## config.mk

```make
export PLATFORM = sky130hd
export DESIGN_NAME = hcbp_packer
export DESIGN_NICKNAME = d
export VERILOG_FILES = /design/src/sv/hcbp_pkg.sv /design/src/sv/hcbp_packer.sv
export SDC_FILE = /design/constraint.sdc
export NUM_CORES = 1
export LEC_CHECK = 0
export BUFFER_PORTS_ARGS = -buffer_cell sky130_fd_sc_hd__buf_2
export CORE_UTILIZATION = 35
export CTS_BUF_LIST = sky130_fd_sc_hd__clkbuf_16
export DETAILED_ROUTE_END_ITERATION = 7
export SLEW_MARGIN = 20
export SYNTH_ARGS = -nofsm -noshare
export SYNTH_HDL_FRONTEND = slang
export SYNTH_SLANG_ARGS = --single-unit
```

## constraint.sdc

```tcl
create_clock -name clock -period 4.55 [get_ports clock]
set_input_delay 0.91 -clock clock [delete_from_list [all_inputs] [get_ports clock]]
set_output_delay 0.91 -clock clock [all_outputs]
set_load 0.1 [all_outputs]
```

## src/sv/hcbp_pkg.sv

```systemverilog
// Shared types and constants of the prefix-code bit packer.
// No dependencies; imported by every module of the block.
`timescale 1ns / 1ps

package hcbp_pkg;

   // Request type codes
   localparam logic [1:0] REQ_WRITE  = 2'd0;
   localparam logic [1:0] REQ_ENCODE = 2'd1;
   localparam logic [1:0] REQ_FLUSH  = 2'd2;

   localparam int MAX_CODE_LEN = 32;
   localparam int CODE_CAP     = (MAX_CODE_LEN < 32) ? MAX_CODE_LEN : 32;
   localparam int DEF_NUM_SYMBOLS = 256;
   localparam int BYTE_BITS    = 8;

   typedef struct packed {
      logic [1:0]  req_type;
      logic [7:0]  symbol;
      logic [5:0]  code_length;
      logic [31:0] code_value;
   } hcbp_request_type;

   typedef struct packed {
      logic [7:0] out_byte;
      logic       is_last;
      logic [3:0] pad_bits;
      logic       error;
   } hcbp_result_type;

   // Table write transfer: symbol is truncated to the table depth downstream
   typedef struct packed {
      logic       enable;
      logic [7:0] symbol;
      logic [5:0] length;
      logic [31:0] code;
   } hcbp_twr_type;

   typedef struct packed {
      logic [5:0]  length;
      logic [31:0] code;
   } hcbp_entry_type;

endpackage

```

## src/sv/hcbp_packer.sv

```systemverilog
// Request sequencer and bit packer: decodes requests, drives the code table,
// merges code bits with pending bits and emits one byte per cycle. Uses hcbp_pkg.
`timescale 1ns / 1ps

module hcbp_packer import hcbp_pkg::*; #(
   parameter int NUM_SYMBOLS = DEF_NUM_SYMBOLS
) (
   input  logic             clock,
   input  logic             reset,
   input  logic             start,
   output logic             busy,
   input  hcbp_request_type req_data,
   output hcbp_twr_type     tbl_wr,
   output logic             tbl_rd_enable,
   output logic [7:0]       tbl_rd_symbol,
   input  hcbp_entry_type   tbl_entry,
   output logic             rsp_valid,
   output hcbp_result_type  rsp_data
);

   typedef enum logic [1:0] {
      ST_IDLE,
      ST_LOOKUP,
      ST_EMIT
   } state_type;

   state_type       state_ff, state_in;
   logic [6:0]      pend_bits_ff, pend_bits_in;
   logic [2:0]      pend_cnt_ff, pend_cnt_in;
   logic [38:0]     acc_ff, acc_in;
   logic [5:0]      total_ff, total_in;
   logic            miss_ff, miss_in;
   logic            rsp_valid_ff, rsp_valid_in;
   hcbp_result_type rsp_ff, rsp_in;

   logic        accept;
   logic        in_range;
   logic [5:0]  len_sat;
   logic [32:0] code_mask;
   logic [31:0] code_bits;
   logic [38:0] merged;
   logic [5:0]  merged_total;
   logic [5:0]  remain;

   assign accept   = start && (state_ff == ST_IDLE);
   assign in_range = ({1'b0, req_data.symbol} < 9'(NUM_SYMBOLS));
   assign len_sat  = (req_data.code_length > 6'(CODE_CAP)) ? 6'(CODE_CAP)
                                                          : req_data.code_length;

   assign tbl_wr.enable = accept && (req_data.req_type == REQ_WRITE) && in_range;
   assign tbl_wr.symbol = req_data.symbol;
   assign tbl_wr.length = len_sat;
   assign tbl_wr.code   = req_data.code_value;
   assign tbl_rd_enable = accept && (req_data.req_type == REQ_ENCODE);
   assign tbl_rd_symbol = req_data.symbol;

   // Stored lengths never exceed 32, so the mask fits in 33 bits
   assign code_mask    = (33'd1 << tbl_entry.length) - 33'd1;
   assign code_bits    = tbl_entry.code & code_mask[31:0];
   assign merged       = {32'd0, pend_bits_ff} | ({7'd0, code_bits} << pend_cnt_ff);
   assign merged_total = {3'd0, pend_cnt_ff} + tbl_entry.length;
   assign remain       = total_ff - 6'(BYTE_BITS);

   always_comb begin
      state_in     = state_ff;
      pend_bits_in = pend_bits_ff;
      pend_cnt_in  = pend_cnt_ff;
      acc_in       = acc_ff;
      total_in     = total_ff;
      miss_in      = miss_ff;
      rsp_valid_in = 1'b0;
      rsp_in       = rsp_ff;
      unique case (state_ff)
         ST_IDLE: begin
            if (accept) begin
               case (req_data.req_type)
                  REQ_ENCODE: begin
                     miss_in  = !in_range;
                     state_in = ST_LOOKUP;
                  end
                  REQ_FLUSH: begin
                     rsp_valid_in = 1'b1;
                     rsp_in = '{out_byte: {1'b0, pend_bits_ff}, is_last: 1'b1,
                                pad_bits: 4'(BYTE_BITS) - {1'b0, pend_cnt_ff},
                                error: 1'b0};
                     pend_bits_in = '0;
                     pend_cnt_in  = '0;
                  end
                  default: ;
               endcase
            end
         end
         ST_LOOKUP: begin
            if (miss_ff || (tbl_entry.length == 6'd0)) begin
               rsp_valid_in = 1'b1;
               rsp_in = '{out_byte: 8'd0, is_last: 1'b1, pad_bits: 4'd0, error: 1'b1};
               state_in = ST_IDLE;
            end else if (merged_total < 6'(BYTE_BITS)) begin
               // no byte completes; pending bits above the count are already zero
               pend_bits_in = merged[6:0];
               pend_cnt_in  = merged_total[2:0];
               state_in     = ST_IDLE;
            end else begin
               acc_in   = merged;
               total_in = merged_total;
               state_in = ST_EMIT;
            end
         end
         ST_EMIT: begin
            rsp_valid_in = 1'b1;
            rsp_in = '{out_byte: acc_ff[7:0], is_last: (remain < 6'(BYTE_BITS)),
                       pad_bits: 4'd0, error: 1'b0};
            acc_in   = acc_ff >> BYTE_BITS;
            total_in = remain;
            if (remain < 6'(BYTE_BITS)) begin
               pend_bits_in = acc_ff[14:8];
               pend_cnt_in  = remain[2:0];
               state_in     = ST_IDLE;
            end
         end
         default: state_in = ST_IDLE;
      endcase
   end

   always_ff @(posedge clock) begin
      if (reset) begin
         state_ff     <= ST_IDLE;
         pend_bits_ff <= '0;
         pend_cnt_ff  <= '0;
         rsp_valid_ff <= 1'b0;
         miss_ff      <= 1'b0;
      end else begin
         state_ff     <= state_in;
         pend_bits_ff <= pend_bits_in;
         pend_cnt_ff  <= pend_cnt_in;
         rsp_valid_ff <= rsp_valid_in;
         miss_ff      <= miss_in;
      end
      acc_ff   <= acc_in;
      total_ff <= total_in;
      rsp_ff   <= rsp_in;
   end

   assign busy      = (state_ff != ST_IDLE);
   assign rsp_valid = rsp_valid_ff;
   assign rsp_data  = rsp_ff;

endmodule

```

# Word level (Yosys, flattened, before mapping)
# Cells that the tools add are included.
[classes]
n_mux = 33
shift = 2
n_div = 0
bitwise = 2
n_mul = 0
addsub = 4
order_cmp = 3
n_eq_ne = 12
n_reduce_logical = 13
[ops]
columns = ["cell", "n"]
rows = [
  ["39-bit two-way mux", 2],
  ["39-bit one-hot mux with 2 select lines", 1],
  ["14-bit two-way mux", 3],
  ["14-bit one-hot mux with 3 select lines", 1],
  ["7-bit by 39-bit bitwise OR with 39-bit output", 1],
  ["32-bit by 3-bit left shift with 39-bit output", 1],
  ["7-bit two-way mux", 5],
  ["32-bit bitwise AND", 1],
  ["1-bit by 6-bit left shift with 32-bit output (first input constant)", 1],
  ["32-bit by 1-bit subtractor with 32-bit output (second input constant)", 1],
  ["7-bit one-hot mux with 3 select lines", 1],
  ["6-bit two-way mux", 3],
  ["3-bit two-way mux", 5],
  ["6-bit by 4-bit less-than comparator with 1-bit output (second input constant)", 2],
  ["2-bit != test (second input constant)", 6],
  ["6-bit one-hot mux with 2 select lines", 1],
  ["2-bit two-way mux", 5],
  ["3-bit one-hot mux with 3 select lines", 1],
  ["3-bit by 6-bit adder with 6-bit output", 1],
  ["6-bit greater-than comparator (second input constant)", 1],
  ["6-bit zero test", 1],
  ["2-bit one-hot mux with 3 select lines", 1],
  ["3-bit AND reduction", 2],
  ["6-bit AND reduction", 1],
  ["12 further kinds", 21],
]
[word_totals]
mem_bits_rw = 0
output_inout_bits = 72
latchBits = 0
n_memories = 0
elab_cells = 79
inputBits = 89
mem_bits_ro = 0
register_bits = 72

# Depth between registers and ports, before layout
# Gate-level depths: netlist of the first run.
[logic_depth]
depth_word = 8
mapped_depth = 13
ltp_nobuf = 9

# Least setup slack after synthesis of the first run
# Ideal clock, no wire load.
[synth_timing]
path_kind = "input port to flip-flop"
startpoint = "input tbl_entry[32] (netlist name)"
endpoint = "register acc_ff[0] (enable)"
path_stages = 6
arrival_time_ps = 4058
setup_slack_ps = 36
t_required_ps = 4093
path_cell_list = "ha_1 -> fa_1 -> a21oi_1 -> o21ai_0 -> o211a_1 -> o22ai_1"
[synth_via]
elab_chain_cells = 4
elab_cells_between_ends = 6
classes_between = "1 x add/sub; 1 x order compare; 2 x eq/ne; 2 x reduce/logical"
[synth_rtl]
columns = ["item", "line", "text"]
rows = [
  ["start, declared", "hcbp_packer.sv:16", "input hcbp_entry_type tbl_entry,"],
  ["3-bit by 6-bit adder with 6-bit output", "hcbp_packer.sv:61", "assign merged_total = {3'd0, pend_cnt_ff} + tbl_entry.length;"],
  ["6-bit by 4-bit less-than comparator with 1-bit output", "hcbp_packer.sv:98", "end else if (merged_total < 6'(BYTE_BITS)) begin"],
  ["2-bit != test (no source line)", "--", ""],
  ["3-bit AND reduction (no source line) (*)", "--", ""],
  ["end signal, assigned", "hcbp_packer.sv:139", "acc_ff <= acc_in;"],
  ["end, declared", "hcbp_packer.sv:30", "logic [38:0] acc_ff, acc_in;"],
]
# Mark *: on every way between the ends. The rest lies on a longest branch, timed or not.
# A chain may end at the register's enable or synchronous reset.

# Final worst setup path of the first run
[layout_timing]
startpoint = "input tbl_entry[33] (netlist name)"
endpoint = "register acc_ff[34], data pin"
[layout_via]
elab_chain_cells = 8
[layout_rtl]
columns = ["item", "line", "text"]
rows = [
  ["1-bit by 6-bit left shift with 32-bit output", "hcbp_packer.sv:58", "assign code_mask = (33'd1 << tbl_entry.length) - 33'd1;"],
  ["32-bit by 1-bit subtractor with 32-bit output", "hcbp_packer.sv:58", ""],
  ["32-bit bitwise AND", "hcbp_packer.sv:59", "assign code_bits = tbl_entry.code & code_mask[31:0];"],
  ["32-bit by 3-bit left shift with 39-bit output", "hcbp_packer.sv:60", "assign merged = {32'd0, pend_bits_ff} | ({7'd0, code_bits} << pend_cnt_ff);"],
  ["7-bit by 39-bit bitwise OR with 39-bit output", "hcbp_packer.sv:60", ""],
  ["39-bit two-way mux", "hcbp_packer.sv:98", ""],
  ["39-bit two-way mux", "hcbp_packer.sv:94", "if (miss_ff || (tbl_entry.length == 6'd0)) begin"],
  ["39-bit one-hot mux with 2 select lines", "hcbp_packer.sv:73", "unique case (state_ff)"],
]
# Every way passes these cells. The select of a mux whose other input is x is not followed.

==> results of run 1 <==
[worst max-delay path by stage]
| stage | end | slack (ns) | start |
|---|---|---|---|
| after floorplan | acc_ff[0]$_DFFE_PP_ | 0.04 | tbl_entry[32] |
| after global placement | acc_ff[12]$_DFFE_PP_ | 0.69 | tbl_entry[35] |
| after detailed placement | acc_ff[34]$_SDFFCE_PP0P_ | 0.59 | tbl_entry[33] |
| after CTS | acc_ff[34]$_SDFFCE_PP0P_ | 0.95 | tbl_entry[33] |
| after global routing | acc_ff[23]$_DFFE_PP_ | 0.66 | tbl_entry[33] |
| final | acc_ff[34]$_SDFFCE_PP0P_ | 0.91 | tbl_entry[33] |
[Yosys cell counts (6+ instances only)]
cell type / instances / area (um2)
a211oi_1: 7 / 52.55
a21o_1: 8 / 60.06
a21oi_1: 26 / 130.1
a221o_1: 6 / 60.06
a22oi_1: 9 / 67.56
a31oi_1: 9 / 56.30
a32oi_1: 7 / 61.31
and2_1: 11 / 68.82
buf_1: 7 / 26.28
buf_2: 11 / 55.05
buf_4: 50 / 375.4
buf_6: 10 / 112.6
clkbuf_1: 28 / 105.1
dfxtp_1: 13 / 260.3
edfxtp_1: 59 / 1772
ha_1: 10 / 125.1
inv_1: 18 / 67.56
mux2_2: 7 / 78.83
mux2i_1: 8 / 80.08
nand2_1: 65 / 244.0
nand2b_1: 7 / 43.79
nand3_1: 40 / 200.2
nand4_1: 6 / 37.54
nor2_1: 41 / 153.9
nor2b_1: 15 / 93.84
nor3_1: 11 / 55.05
o211ai_1: 16 / 120.1
o21ai_0: 24 / 120.1
o221ai_1: 14 / 122.6
o31ai_1: 6 / 45.04
or3_1: 7 / 43.79
xnor2_1: 7 / 61.31
xor2_1: 6 / 52.55
[cell type report]
class | instances | area share
multi-input cells | 489 | 0.5183
flip-flops and latches | 72 | 0.3149
repair buffers | 84 | 0.06973
well taps | 220 | 0.04261
clock buffers | 9 | 0.03486
inverters | 21 | 0.01220
clock inverters | 7 | 0.007360
[flip-flops by register name, indices dropped and copies added (netlist names)]
name          cells
rsp_data         14
pend_cnt_ff       3
state_ff          2
rsp_valid         1
pend_bits_ff      7
total_ff          6
acc_ff           39
[power groups by stage]
stage / sequential [W] / combinational (W) / clock [W]
2_1_floorplan: 0.000822 / 0.000428 / 0
3_3_place_gp: 0.000768 / 0.000370 / 0
3_5_place_dp: 0.000768 / 0.000374 / 0
4_1_cts: 0.000754 / 0.000375 / 0.000666
5_1_grt: 0.000756 / 0.000402 / 0.000697
6_report: 0.000754 / 0.000376 / 0.000656
[per-stage QoR]
stage                       util  area, um2  setup WS, ns  hold slack (ns)  instances
after CTS                 0.3841       6460        0.9496           0.4718        902
after global placement    0.3679       6187        0.6943           0.4479        886
after detailed placement  0.3679       6187        0.5876           0.4544        886
after floorplan                -       6120       0.03556           0.4323        688
final                     0.3841       6460        0.9143           0.4744        902
after global routing      0.3841       6460        0.6592           0.5095        902
[cells by family after synthesis]
kind of cell               Yosys count  synth area share
AOI/OAI and AO/OA                  206            0.2615
xor gates and xnor gates            13           0.01861
adders and majority gates           11           0.02372
buffers and inverters              127            0.1231
DFF                                 72            0.3320
muxes                               18           0.03190
and+or+nand+nor                    241            0.2092
[worst register-to-register path: stages, from the launching register on]
cell and delay, ns:
dfxtp_2 0.33, buf_4 0.49, fa_1 0.34, a21oi_1 0.09, or3_1 0.36, o211a_1 0.17
o22ai_4 0.10, buf_4 0.50
[routing by layer]
metal / track usage / part of all wire / vias to the layer above
met3: 0.03968 / 0.074 / 58
met4: 0.07553 / 0.028 / 0
met2: 0.3374 / 0.48 / 292
li1: - / - / 2542
met1: 0.2582 / 0.42 / 2547
met5: 0 / 0 / -
==> impl_metrics.ini, run 1 <==
[clock_tree]
root_buffer = clkbuf_16
clk_latency_ns = 0.34
path_clk_slew_ns = 0.06
cts_buffers = 9
post_cts_buffers = 0
clk_path_buf_depth = 2
cts_tree = yes
cts_sinks = 72
ctsResizeCount = 0
ctsHoldBuffers = 0
htree_levels = 3

[worst_setup_path]
cp_data_required_time_ns = 4.63
r2r.worst_path.cells = 7
arrival_ns = 3.71
cp.depth = 10
crit_path_start_kind = primary input
critPathSlowestCell = ha_1
max_stage_delay_ns = 0.66
crit_type = in2reg
r2r_end = acc_ff[36]$_SDFFCE_PP0P_
cp_top_family = buffers and inverters
crit_path_max_fanout = 28
reg2reg_from = pend_cnt_ff[1]$_SDFFE_PP0P_
reg2reg_slack_ns = 1.77
endpoint_kind = flip-flop
cp_num_buf_inv = 2
path_cells = buf_2, nor2_1, nand2_1, ha_1, buf_4, o31ai_1, mux2i_1, o31ai_1, mux2_2, nor2_1

[yosys]
ys_warn_count = 0
synth_fp_nets = 788
synth_edf_count = 59
synth_cells = 688
synth_seq_cells = 72
postSynth.asyncResetShare = 0
seq_area_frac_synth = 0.3320
synth.distinct_cells = 91
avgSynthCellArea_um2 = 8.895
synthFlopType = edfxtp_1
synth_area_um2 = 6120

[pwr]
p_sw_w = 0.0005603
pwr-share-comb = 0.211
p_leak_nw = 2.291
total_power_w = 0.001786
p_sw_frac = 0.3137
internal_power_w = 0.001226
power_density_nw_per_um2 = 276.5
ir_drop_mv = 0.2149
seq_power_share = 0.422
pwr-share-clk = 0.367

[place]
dp_hpwl_um = 12730
gp_congestion = 0.9100
port_buffers = 72

[status]
status = completed

[sta]
max-slew-margin-rel = 0.3719
drv_slew = 0
rsz0062_at_grt = false
fin_skew_ns = 0.01025
finalSetupViolations = 0
hold_viol_final = 0
worst_slew_pin_slew_ns = 0.9387
setup_tns_ns = 0
min_period_ns = 3.636
max_freq_ghz = 0.2751
fin_crit_sh = 0.7991

[die]
dieArea_um2 = 18020
ioPinCount = 161
die_w_um = 134.2
initial_core_util = 0.3639
die_h_um = 134.2
core_area_um2 = 16820
num_rows = 47

[global_routing]
grt_max_degree = 60
antenna_found_initial = 0
grt_pass1_wl_um = 28290
grt_pass1_vias = 5302
track_usage = 0.2024
grt_overflow = 0

[cells_and_area]
final_common_cell = buf_2
antenna_cells = 0
syn_to_final_growth_pct = 5.561
multiInputGateArea_um2 = 3348
seq_area_um2 = 2034
nFillCells = 1712
layout.nets = 777
final_cell_mix = 72 x buf_2, 65 x nand2_1, 59 x edfxtp_1, 41 x nor2_1, 40 x nand3_1
drive_gt1_frac = 0.2067

[worst_hold_path]
hold_end = pend_bits_ff[1]$_SDFFE_PP0P_
hp-start = pend_bits_ff[1]$_SDFFE_PP0P_
hp-class = reg2reg
whs_path_depth = 1

[drt]
initialDrtViolationCount = 492
ant_nets = 0
drc = 0
first_pass_iters = 5
num_vias = 5439
wl_um = 17820
via_per_inst = 6.030
wl_per_cell_um = 19.76

[job]
maxCapViolCount = 0
Power figures use the tool's default switching activity.
==> run 2, diff against run 1 <==
==> constraint.sdc (replaced) <==
create_clock -name clock -period 3.3 [get_ports clock]
set_input_delay 0.66 -clock clock [delete_from_list [all_inputs] [get_ports clock]]
set_output_delay 0.66 -clock clock [all_outputs]
set_load 0.1 [all_outputs]
==> run 2 against run 1 <==
Via count up 2.8%. First-iteration DRC count is 8.1% lower. Final area up 2.8%. Critical endpoint is now acc_ff[6]$_DFFE_PP_. Flip-flop and latch count did not move. Hold slack gained 0.0022 ns. Setup slack worse by 0.49 ns.
==> impl_metrics.ini, run 2 (synthesized netlist as in run 1, its figures left out) <==
[drt]
wl_per_cell_um = 19.40
ant_nets = 0
first_pass_iters = 5
num_vias = 5591
via_per_inst = 6.071
wl_um = 17870
initialDrtViolationCount = 452
drc = 0

[worst_setup_path]
cp_data_required_time_ns = 3.49
crit_path_start_kind = primary input
crit_type = in2reg
arrival_ns = 3.07
endpoint_kind = flip-flop
crit_path_max_fanout = 10

[place]
gp_congestion = 0.8999
dp_hpwl_um = 13120
port_buffers = 72

[clock_tree]
clk_path_buf_depth = 2
path_clk_slew_ns = 0.06
ctsResizeCount = 0
ctsHoldBuffers = 0
post_cts_buffers = 0
cts_buffers = 9
root_buffer = clkbuf_16
clk_latency_ns = 0.35
cts_tree = yes
htree_levels = 3
cts_sinks = 72

[status]
status = completed

[global_routing]
grt_max_degree = 57
grt_pass1_wl_um = 28400
antenna_found_initial = 0
track_usage = 0.2019
grt_overflow = 0
grt_pass1_vias = 5336

[sta]
fin_skew_ns = 0.005498
min_period_ns = 2.879
fin_crit_sh = 0.8724
max-slew-margin-rel = 0.3784
finalSetupViolations = 0
hold_viol_final = 0
max_freq_ghz = 0.3474
whs_ns = 0.4766
setup_tns_ns = 0
drv_slew = 0
worst_slew_pin_slew_ns = 0.9290
rsz0062_at_grt = false

[job]
maxCapViolCount = 0

[pwr]
total_power_w = 0.002521
p_leak_nw = 2.390
power_density_nw_per_um2 = 379.5
ir_drop_mv = 0.3653

[cells_and_area]
top_register = acc_ff
largest_reg_flops = 39
layout.nets = 796
drive_gt1_frac = 0.2325
antenna_cells = 0
syn_to_final_growth_pct = 8.526
final_cell_mix = 72 x buf_2, 65 x nand2_1, 59 x edfxtp_1, 41 x nor2_1, 40 x nand3_1
post-route-util = 0.3949
final_common_cell = buf_2

[die]
dieArea_um2 = 18020
die_w_um = 134.2
num_rows = 47
initial_core_util = 0.3639
ioPinCount = 161
core_area_um2 = 16820
die_h_um = 134.2

[worst_hold_path]
hp-class = reg2reg
## run 2: worst paths after layout
check	end	start	slack, ns	depth (start not counted)
hold reg to reg	pend_bits_ff[1]$_SDFFE_PP0P_	pend_bits_ff[1]$_SDFFE_PP0P_	0.48	1
setup reg to reg	pend_bits_ff[0]$_SDFFE_PP0P_	pend_cnt_ff[1]$_SDFFE_PP0P_	0.66	9
setup / recovery	acc_ff[6]$_DFFE_PP_	tbl_entry[35]	0.42	10
hold / removal	pend_bits_ff[1]$_SDFFE_PP0P_	pend_bits_ff[1]$_SDFFE_PP0P_	0.48	1
## run 2: per-layer routing
layer	vias to the layer above	routed length (um)	global-route usage
met5	-	0	0
met4	0	394	0.07678
met1	2695	7297	0.2508
met2	275	8657	0.3420
met3	39	1522	0.04271
li1	2582	-	-
## run 2: final cells by class
cell class | instances | area, um2
Fill cell | 1726 | 10180
Multi-Input combinational cell | 489 | 3358
Sequential cell | 72 | 2034
Timing Repair Buffer | 103 | 605.6
Tap cell | 220 | 275.3
Clock buffer | 9 | 225.2
Inverter | 21 | 78.83
Clock inverter | 7 | 63.81
## run 2: critical path: stages
cell and delay (ns):
buf_2 0.11, nor4_2 0.36, nand3_1 0.14, ha_1 0.36
buf_4 0.22, o21ai_4 0.07, mux2i_2 0.42, a21oi_2 0.15
a221o_1 0.40, a2bb2oi_1 0.18
## run 2: stage by stage
stage / std cells / setup slack, ns / area, um2
4_1_cts: 921 / 0.4711 / 6641
3_5_place_dp: 905 / 0.1060 / 6352
6_report: 921 / 0.4211 / 6641
2_1_floorplan: 688 / 0.02963 / 6136
3_3_place_gp: 905 / 0.1972 / 6352
5_1_grt: 921 / 0.2502 / 6641
## run 2: power by group
group | switching (W) | internal (W)
registers | 0.0000120 | 0.00103
logic | 0.000367 | 0.000167
clock network | 0.000422 | 0.000525
total | 0.000801 | 0.00172
